==> config.mk <==
export PLATFORM = sky130hd
export DESIGN_NAME = concentric_ring_pixel_color_unit
export DESIGN_NICKNAME = d
export VERILOG_FILES = /design/src/hdl/crp_pkg.sv /design/src/hdl/concentric_ring_pixel_color_unit.sv /design/src/hdl/crp_sqrt_cell.sv /design/src/hdl/crp_mod_cell.sv
export SDC_FILE = /design/constraint.sdc
export NUM_CORES = 2
export LEC_CHECK = 0
export BUFFER_PORTS_ARGS = -buffer_cell sky130_fd_sc_hd__buf_4
export CORE_MARGIN = 5
export CORE_UTILIZATION = 52
export CTS_BUF_LIST = sky130_fd_sc_hd__clkbuf_4
export CTS_CLUSTER_DIAMETER = 40
export DETAILED_ROUTE_END_ITERATION = 7
export HOLD_SLACK_MARGIN = 0.08
export PLACE_DENSITY = 0.82
export SLEW_MARGIN = 20
export SYNTH_ARGS = -nofsm -noshare
export SYNTH_HDL_FRONTEND = slang
export SYNTH_SLANG_ARGS = --single-unit
==> constraint.sdc <==
create_clock -name clk -period 8.07 [get_ports clk]
set_clock_uncertainty 0.1 [all_clocks]
set_input_delay 1.614 -clock clk [delete_from_list [all_inputs] [get_ports clk]]
set_output_delay 1.614 -clock clk [all_outputs]
set_load 0.005 [all_outputs]
==> src/hdl/crp_pkg.sv <==
// ---------------------------------------------------------------------------
// crp_pkg
// Widths, register codes and cell data types of the ring color pipeline.
// ---------------------------------------------------------------------------
package crp_pkg;

  localparam int COORD_BITS = 12;
  localparam int SIZE_W     = 13;                 // image width / height register
  localparam int HALF_W     = SIZE_W - 1;
  localparam int MAXC_W     = (COORD_BITS > HALF_W) ? COORD_BITS : HALF_W;
  localparam int OFF_W      = MAXC_W + 1;         // magnitude of doubled offset
  localparam int DIFF_W     = OFF_W + 1;          // signed doubled offset
  localparam int ROOT_W     = OFF_W + 1;          // root of a*a + b*b
  localparam int RAD_W      = 2 * ROOT_W;
  localparam int REM_W      = ROOT_W + 3;
  localparam int RING_W     = ROOT_W - 3;
  localparam int MOD_W      = 9;                  // color count register
  localparam int COLOR_W    = 8;
  localparam int NSTAGE     = 2 + ROOT_W + RING_W;

  localparam int CFG_ADDR_W = 4;
  localparam int CFG_DATA_W = 32;

  localparam logic [1:0] REG_IMAGE_WIDTH  = 2'd0;
  localparam logic [1:0] REG_IMAGE_HEIGHT = 2'd1;
  localparam logic [1:0] REG_COLOR_COUNT  = 2'd2;

  localparam logic [SIZE_W-1:0] WIDTH_RESET  = SIZE_W'(128);
  localparam logic [SIZE_W-1:0] HEIGHT_RESET = SIZE_W'(128);
  localparam logic [MOD_W-1:0]  COUNT_RESET  = MOD_W'(16);
  localparam logic [MOD_W-1:0]  COUNT_MAX    = MOD_W'(256);

  typedef struct packed {
    logic [RAD_W-1:0]  rad;    // radicand bits not yet consumed, msb first
    logic [REM_W-1:0]  rem;    // partial remainder
    logic [ROOT_W-1:0] root;   // partial root
  } sqrt_t;

  typedef struct packed {
    logic [RING_W-1:0]  bits;  // ring bits not yet consumed, msb first
    logic [COLOR_W-1:0] rem;   // partial remainder
  } mod_t;

endpackage

==> src/hdl/concentric_ring_pixel_color_unit.sv <==
// Path from an accepted item to out_valid: 2 front stages, one root cell per
//   root bit, one remainder cell per ring bit, then the output register.
// Throughput: one item per clock while the skid slot is empty; the whole
//   cell chain holds while the skid slot is full.
// Reset (synchronous, rst_n low): all valid bits clear, the output buffer
//   empties and the registers return to width 128, height 128, 16 colors.
// ---------------------------------------------------------------------------
// concentric_ring_pixel_color_unit
// Maps a pixel coordinate to a palette index forming rings around the center.
// ---------------------------------------------------------------------------
module concentric_ring_pixel_color_unit (
  input  logic                           clk,
  input  logic                           rst_n,
  input  logic                           in_valid,
  output logic                           in_stall,
  input  logic [crp_pkg::COORD_BITS-1:0] in_col,
  input  logic [crp_pkg::COORD_BITS-1:0] in_row,
  output logic                           out_valid,
  input  logic                           out_stall,
  output logic [crp_pkg::COLOR_W-1:0]    out_color_index,
  input  logic                           cfg_psel,
  input  logic                           cfg_penable,
  input  logic                           cfg_pwrite,
  input  logic [crp_pkg::CFG_ADDR_W-1:0] cfg_paddr,
  input  logic [crp_pkg::CFG_DATA_W-1:0] cfg_pwdata,
  output logic [crp_pkg::CFG_DATA_W-1:0] cfg_prdata,
  output logic                           cfg_pready
);
  import crp_pkg::*;

  // configuration
  logic [SIZE_W-1:0] width_r;
  logic [SIZE_W-1:0] height_r;
  logic [MOD_W-1:0]  count_r;
  logic              cfg_wr;
  logic [MOD_W-1:0]  modulus;
  logic              small_n;

  // pipeline
  logic              adv;
  logic [NSTAGE-1:0] valid_r;
  logic [DIFF_W-1:0] a_diff;
  logic [DIFF_W-1:0] b_diff;
  logic [OFF_W-1:0]  a_mag_r;
  logic [OFF_W-1:0]  b_mag_r;
  logic [2*OFF_W-1:0] a_sq;
  logic [2*OFF_W-1:0] b_sq;
  sqrt_t             sum_nxt;
  sqrt_t             sum_r;
  sqrt_t             sq_w [ROOT_W+1];
  mod_t              md_w [RING_W+1];

  // output buffer
  logic               push;
  logic               take;
  logic [COLOR_W-1:0] push_data;
  logic               out_valid_r;
  logic               out_valid_nxt;
  logic [COLOR_W-1:0] out_data_r;
  logic [COLOR_W-1:0] out_data_nxt;
  logic               skid_full_r;
  logic               skid_full_nxt;
  logic [COLOR_W-1:0] skid_data_r;
  logic [COLOR_W-1:0] skid_data_nxt;

  // ---- configuration port ----
  assign cfg_pready = 1'b1;
  assign cfg_wr     = cfg_psel && cfg_penable && cfg_pwrite && cfg_pready;

  always_ff @(posedge clk) begin
    if (!rst_n) begin
      width_r  <= WIDTH_RESET;
      height_r <= HEIGHT_RESET;
      count_r  <= COUNT_RESET;
    end else if (cfg_wr) begin
      case (cfg_paddr[3:2])
        REG_IMAGE_WIDTH:  width_r  <= cfg_pwdata[SIZE_W-1:0];
        REG_IMAGE_HEIGHT: height_r <= cfg_pwdata[SIZE_W-1:0];
        REG_COLOR_COUNT:  count_r  <= cfg_pwdata[MOD_W-1:0];
        default: ;
      endcase
    end
  end

  always_comb begin
    case (cfg_paddr[3:2])
      REG_IMAGE_WIDTH:  cfg_prdata = CFG_DATA_W'(width_r);
      REG_IMAGE_HEIGHT: cfg_prdata = CFG_DATA_W'(height_r);
      REG_COLOR_COUNT:  cfg_prdata = CFG_DATA_W'(count_r);
      default:          cfg_prdata = '0;
    endcase
  end

  // saturate the count at 256; below two colors every index is zero
  assign modulus = (count_r > COUNT_MAX) ? COUNT_MAX : count_r;
  assign small_n = (modulus < MOD_W'(2));

  // ---- pipeline control: whole chain moves unless the skid slot is full ----
  assign adv      = !skid_full_r;
  assign in_stall = skid_full_r;

  always_ff @(posedge clk) begin
    if (!rst_n) begin
      valid_r <= '0;
    end else if (adv) begin
      valid_r <= {valid_r[NSTAGE-2:0], in_valid};
    end
  end

  // ---- front: doubled offsets and sum of squares ----
  always_comb begin
    a_diff = DIFF_W'({in_col, 1'b1}) - DIFF_W'({width_r[SIZE_W-1:1], 1'b0});
    b_diff = DIFF_W'({in_row, 1'b1}) - DIFF_W'({height_r[SIZE_W-1:1], 1'b0});
  end

  always_ff @(posedge clk) begin
    if (adv) begin
      a_mag_r <= a_diff[DIFF_W-1] ? OFF_W'(-a_diff) : a_diff[OFF_W-1:0];
      b_mag_r <= b_diff[DIFF_W-1] ? OFF_W'(-b_diff) : b_diff[OFF_W-1:0];
    end
  end

  assign a_sq = (2*OFF_W)'(a_mag_r) * (2*OFF_W)'(a_mag_r);
  assign b_sq = (2*OFF_W)'(b_mag_r) * (2*OFF_W)'(b_mag_r);

  always_comb begin
    sum_nxt.rad  = RAD_W'(a_sq) + RAD_W'(b_sq);
    sum_nxt.rem  = '0;
    sum_nxt.root = '0;
  end

  always_ff @(posedge clk) begin
    if (adv) begin
      sum_r <= sum_nxt;
    end
  end

  assign sq_w[0] = sum_r;

  // ---- root cells ----
  for (genvar k = 0; k < ROOT_W; k++) begin : g_sqrt
    crp_sqrt_cell u_sqrt_cell (
      .clk   (clk),
      .en    (adv),
      .d_in  (sq_w[k]),
      .d_out (sq_w[k+1])
    );
  end

  // ring number is the root divided by eight
  assign md_w[0].bits = sq_w[ROOT_W].root[ROOT_W-1:3];
  assign md_w[0].rem  = '0;

  // ---- remainder cells ----
  for (genvar k = 0; k < RING_W; k++) begin : g_mod
    crp_mod_cell u_mod_cell (
      .clk     (clk),
      .en      (adv),
      .modulus (modulus),
      .d_in    (md_w[k]),
      .d_out   (md_w[k+1])
    );
  end

  // ---- output register with skid slot ----
  assign push      = adv && valid_r[NSTAGE-1];
  assign take      = out_valid_r && !out_stall;
  assign push_data = small_n ? '0 : md_w[RING_W].rem;

  always_comb begin
    out_valid_nxt = out_valid_r;
    out_data_nxt  = out_data_r;
    skid_full_nxt = skid_full_r;
    skid_data_nxt = skid_data_r;
    if (skid_full_r) begin
      if (take) begin
        out_data_nxt  = skid_data_r;
        skid_full_nxt = 1'b0;
      end
    end else if (push) begin
      if (!out_valid_r || take) begin
        out_valid_nxt = 1'b1;
        out_data_nxt  = push_data;
      end else begin
        // hold the item aside while the output waits
        skid_full_nxt = 1'b1;
        skid_data_nxt = push_data;
      end
    end else if (take) begin
      out_valid_nxt = 1'b0;
    end
  end

  always_ff @(posedge clk) begin
    if (!rst_n) begin
      out_valid_r <= 1'b0;
      skid_full_r <= 1'b0;
    end else begin
      out_valid_r <= out_valid_nxt;
      skid_full_r <= skid_full_nxt;
    end
  end

  always_ff @(posedge clk) begin
    out_data_r  <= out_data_nxt;
    skid_data_r <= skid_data_nxt;
  end

  assign out_valid       = out_valid_r;
  assign out_color_index = out_data_r;

endmodule

==> src/hdl/crp_sqrt_cell.sv <==
// ---------------------------------------------------------------------------
// crp_sqrt_cell
// One restoring square root step: settles one root bit per cell.
// ---------------------------------------------------------------------------
module crp_sqrt_cell (
  input  logic           clk,
  input  logic           en,
  input  crp_pkg::sqrt_t d_in,
  output crp_pkg::sqrt_t d_out
);
  import crp_pkg::*;

  sqrt_t             cell_r;
  sqrt_t             cell_nxt;
  logic [REM_W-1:0]  cur;
  logic [REM_W-1:0]  trial;
  logic              ge;

  always_comb begin
    // bring down the next two radicand bits, try root*4 + 1
    cur            = {d_in.rem[REM_W-3:0], d_in.rad[RAD_W-1 -: 2]};
    trial          = REM_W'({d_in.root, 2'b01});
    ge             = (cur >= trial);
    cell_nxt.rem   = ge ? (cur - trial) : cur;
    cell_nxt.root  = {d_in.root[ROOT_W-2:0], ge};
    cell_nxt.rad   = d_in.rad << 2;
  end

  always_ff @(posedge clk) begin
    if (en) begin
      cell_r <= cell_nxt;
    end
  end

  assign d_out = cell_r;

endmodule

==> src/hdl/crp_mod_cell.sv <==
// ---------------------------------------------------------------------------
// crp_mod_cell
// One restoring remainder step: folds one ring bit into the remainder.
// ---------------------------------------------------------------------------
module crp_mod_cell (
  input  logic                      clk,
  input  logic                      en,
  input  logic [crp_pkg::MOD_W-1:0] modulus,
  input  crp_pkg::mod_t             d_in,
  output crp_pkg::mod_t             d_out
);
  import crp_pkg::*;

  mod_t             cell_r;
  mod_t             cell_nxt;
  logic [MOD_W-1:0] cur;
  logic [MOD_W-1:0] diff;

  always_comb begin
    cur           = {d_in.rem, d_in.bits[RING_W-1]};
    diff          = cur - modulus;
    // remainder stays below the modulus, so it fits the color width
    cell_nxt.rem  = (cur >= modulus) ? diff[COLOR_W-1:0] : cur[COLOR_W-1:0];
    cell_nxt.bits = d_in.bits << 1;
  end

  always_ff @(posedge clk) begin
    if (en) begin
      cell_r <= cell_nxt;
    end
  end

  assign d_out = cell_r;

endmodule

==> impl_metrics.prom <==
# TYPE chip_impl_metric gauge
chip_impl_metric{name="grt_max_degree",unit=""} 205
chip_impl_metric{name="antenna_violations_before_repair",unit=""} 2
chip_impl_info{name="cts-root-buf",value="sky130_fd_sc_hd__clkbuf_4"} 1
chip_impl_metric{name="arrival",unit="ps"} 8080
chip_impl_metric{name="die_w",unit="um"} 284.5
chip_impl_metric{name="ctsHoldBuffers",unit=""} 0
chip_impl_info{name="min_from",value="g_sqrt[11].u_sqrt_cell.d_out[8]"} 1
chip_impl_metric{name="final_setup_viols",unit=""} 0
chip_impl_metric{name="postSynthRegisterBits",unit=""} 609
chip_impl_info{name="crit_start",value="a_mag_r[8]"} 1
chip_impl_metric{name="start_util",unit=""} 0.5255
chip_impl_info{name="reg2reg_to",value="sq_w[877]"} 1
chip_impl_metric{name="grt_usage",unit=""} 0.1751
chip_impl_metric{name="cp_data_required_time",unit="ps"} 8650
chip_impl_metric{name="clkLatencyLatePin",unit="ps"} 980
chip_impl_metric{name="first_pass_iters",unit=""} 8
chip_impl_metric{name="worstHoldPathCells",unit=""} 0
chip_impl_info{name="setup.worst_path.end_class",value="flip-flop"} 1
chip_impl_metric{name="ys_warn_count",unit=""} 0
chip_impl_metric{name="route.detailed.wl_per_inst",unit="um"} 15.44
chip_impl_metric{name="wire_length_of_the_first_global_routing_pass",unit="mm"} 117.5
chip_impl_metric{name="first_global_vias",unit=""} 25178
chip_impl_metric{name="top_level_ports",unit=""} 110
chip_impl_metric{name="area_growth_syn_to_layout",unit="%"} 8.870
chip_impl_info{name="mostFrequentLayoutCell",value="sky130_fd_sc_hd__edfxtp_1"} 1
chip_impl_metric{name="cts_sinks",unit=""} 609
chip_impl_metric{name="final.period_utilization",unit=""} 0.9300
chip_impl_metric{name="place_ws",unit="ps"} 662.4
chip_impl_metric{name="worst_reg2reg_path_depth",unit=""} 21
chip_impl_info{name="reg2reg_from",value="a_mag_r[8]"} 1
chip_impl_metric{name="slew_headroom",unit=""} 0.2631
chip_impl_info{name="criticalPathCategory",value="flip-flop to flip-flop"} 1
chip_impl_info{name="synth_flop_cell",value="sky130_fd_sc_hd__edfxtp_1"} 1
chip_impl_metric{name="report.final.hold_viol_count",unit=""} 0
chip_impl_metric{name="cts.htree.levels",unit=""} 4
chip_impl_metric{name="post_drt_via_cell_ratio",unit=""} 5.341
chip_impl_metric{name="synth-edff-count",unit=""} 545
chip_impl_info{name="status",value="finished, final reports clean"} 1
chip_impl_info{name="class_of_the_tightest_hold_or_removal_check",value="flip-flop to flip-flop"} 1
chip_impl_metric{name="layout_min_cycle_time",unit="ps"} 7505
chip_impl_metric{name="final_max_slew_viol_count",unit=""} 0
chip_impl_metric{name="ys_types",unit=""} 80
chip_impl_metric{name="ctsResizeCount",unit=""} 0
chip_impl_metric{name="totalWireLength",unit="mm"} 71.36
chip_impl_metric{name="synth_area",unit="um2"} 39190
chip_impl_metric{name="async_flop_share",unit=""} 0
chip_impl_metric{name="num_vias",unit=""} 24687
chip_impl_metric{name="clockBufferDepth",unit=""} 3
chip_impl_metric{name="gp_routability_congestion",unit=""} 0.8963
chip_impl_metric{name="dr_iter_0_viols",unit=""} 1352
chip_impl_metric{name="reg2reg_setup_slack",unit="ps"} 570
chip_impl_metric{name="finalWorstSetupSlack",unit="ps"} 565.3
chip_impl_metric{name="drc",unit=""} 0
chip_impl_metric{name="fillerInstances",unit=""} 5954
chip_impl_info{name="cts_tree",value="yes"} 1
chip_impl_info{name="grt_setup_unrepaired",value="false"} 1
chip_impl_metric{name="reg_clk_slew_reported_paths",unit="ps"} 70
chip_impl_info{name="cell_seen_most_often_among_critical_path_stages",value="sky130_fd_sc_hd__fa_1"} 1
chip_impl_metric{name="die-area",unit="um2"} 80950
chip_impl_metric{name="number_of_buffers_created_by_cts",unit=""} 153
chip_impl_info{name="worst_setup_sp_type",value="flip-flop"} 1
chip_impl_metric{name="io_buffers",unit=""} 68
chip_impl_metric{name="crit_path_max_fanout",unit=""} 10
chip_impl_metric{name="syn-mean-instance-area",unit="um2"} 11.64
chip_impl_metric{name="route.met3.wl",unit="mm"} 3.744
chip_impl_info{name="top_layer",value="met4"} 1
chip_impl_metric{name="fp-row-count",unit=""} 100
chip_impl_metric{name="nets",unit=""} 4185
chip_impl_info{name="final_cell_mix",value="545 x sky130_fd_sc_hd__edfxtp_1, 521 x sky130_fd_sc_hd__inv_1, 314 x sky130_fd_sc_hd__ha_1"} 1
chip_impl_info{name="critPathSlowestCell",value="sky130_fd_sc_hd__edfxtp_1"} 1
chip_impl_metric{name="gr-total-overflow",unit=""} 0
chip_impl_metric{name="dp_hpwl",unit="mm"} 51.58
chip_impl_metric{name="max_freq",unit="MHz"} 133.3
chip_impl_metric{name="worstMarginPinSlew",unit="ps"} 1096
chip_impl_metric{name="coreArea",unit="um2"} 74570
chip_impl_metric{name="antenna_violating_nets_post_route",unit=""} 0
chip_impl_metric{name="finalSetupTns",unit="ps"} 0
chip_impl_metric{name="cts.repair_timing.setup_buffer_count",unit=""} 0
chip_impl_info{name="timing.critical_path.cells",value="inv_1, nor2_1, fa_1, fa_1, inv_1, fa_1, fa_1, inv_1, fa_1, fa_1, inv_1, fa_1, inv_1, ha_1, a21o_1, o31a_1, a21o_1, or3_1, a22o_1, a211o_1, xor2_1"} 1
chip_impl_metric{name="netlist_instances",unit=""} 3367
chip_impl_metric{name="cp_peak_stage_delay",unit="ps"} 680
chip_impl_metric{name="detailroute.wirelength.met2",unit="mm"} 36.49
chip_impl_metric{name="post_route_cells_drive_above_1_share",unit=""} 0.1121
chip_impl_metric{name="max_cap_violations",unit=""} 0
chip_impl_metric{name="detail_route.wirelength.met1",unit="mm"} 28.98
chip_impl_info{name="hold-path-endpoint",value="g_sqrt[12].u_sqrt_cell.d_out[9]"} 1
chip_impl_metric{name="floorplan.die.height",unit="um"} 284.5
chip_impl_metric{name="synth.yosys.seq_area_share",unit=""} 0.4503
## state kept, by name, summed over array words and instances (netlist names), 9 cells and up
register	flops
sq_w	21
b_mag_r	12
width_r	13
count_r	9
a_mag_r	12
valid_r	27
g_mod.u_mod_cell.d_out	143
height_r	13
g_sqrt.u_sqrt_cell.d_out	341
## kinds of logic (layout without fill, tap and decap cells)
logic type	after synthesis	after routing	share of synthesized area
AO/OA/AOI/OAI	458	458	0.07653
XOR/XNOR	190	190	0.04246
adder cells (fa/ha/maj)	574	574	0.2331
buffers and inverters	607	869	0.06070
flip-flops	609	609	0.4503
multiplexers	136	136	0.03678
other	2	26	0.0001916
AND/OR/NAND/NOR	791	791	0.09994
## cell usage after synthesis, types with 47 or more instances
library cell,instances,share of area
sky130_fd_sc_hd__a21o_1,47,0.0090
sky130_fd_sc_hd__a21oi_1,90,0.011
sky130_fd_sc_hd__and2_1,60,0.0096
sky130_fd_sc_hd__dfxtp_1,64,0.033
sky130_fd_sc_hd__edfxtp_1,545,0.42
sky130_fd_sc_hd__fa_1,260,0.13
sky130_fd_sc_hd__ha_1,314,0.10
sky130_fd_sc_hd__inv_1,521,0.050
sky130_fd_sc_hd__mux2_2,61,0.018
sky130_fd_sc_hd__mux2i_1,72,0.018
sky130_fd_sc_hd__nand2_1,219,0.021
sky130_fd_sc_hd__nor2_1,195,0.019
sky130_fd_sc_hd__nor2b_1,77,0.012
sky130_fd_sc_hd__o21ai_0,118,0.015
sky130_fd_sc_hd__xnor2_1,119,0.027
sky130_fd_sc_hd__xor2_1,71,0.016
## worst max-delay path: cells and delay by family (launching register included)
| family | cells | cell delay, ps |
|---|---|---|
| xor gates and xnor gates | 1 | 140 |
| AOI/OAI and AO/OA | 5 | 1310 |
| buffers and inverters | 5 | 500 |
| and+or+nand+nor | 2 | 640 |
| adders and majority gates | 8 | 3860 |
| DFF | 1 | 680 |
## metrics by stage
step / util / std cells / hold WS [ps] / instance area [um2]
after floorplan: - / 3386 / 300.3 / 39260
after global placement: 0.5463 / 4358 / 300.3 / 40740
after detailed placement: 0.5463 / 4358 / 304.5 / 40740
after CTS: 0.5718 / 4617 / 260.5 / 42640
after global routing: 0.5721 / 4622 / 279.2 / 42660
final: 0.5721 / 4622 / 268.6 / 42660
## final cells by class
cell class / count / area [um2] / area share
Sequential cell: 609 / 17650 / 0.4137
Tap cell: 969 / 1212 / 0.02842
Clock inverter: 43 / 279.0 / 0.006540
Multi-Input combinational cell: 2170 / 19260 / 0.4516
Clock buffer: 216 / 1622 / 0.03801
Timing Repair Buffer: 84 / 643.1 / 0.01507
Antenna cell: 5 / 12.51 / 0.0002933
Inverter: 526 / 1982 / 0.04645
## routing by layer
| layer | up-vias | global-route usage |
|---|---|---|
| met1 | 11976 | 0.2101 |
| met5 | - | 0 |
| li1 | 11899 | - |
| met3 | 186 | 0.04014 |
| met2 | 626 | 0.3081 |
| met4 | 0 | 0.06681 |
## worst max-delay path by stage
stage,end,cells past startpoint
final,sq_w[877],21
after global routing,sq_w[877],21
after CTS,sq_w[877],21
after detailed placement,sq_w[877],21
after global placement,sq_w[877],21
after floorplan,out_color_index[0],4
Power is not shown: default switching activity piles up to over one toggle a cycle in this logic, so the estimate is an artifact.
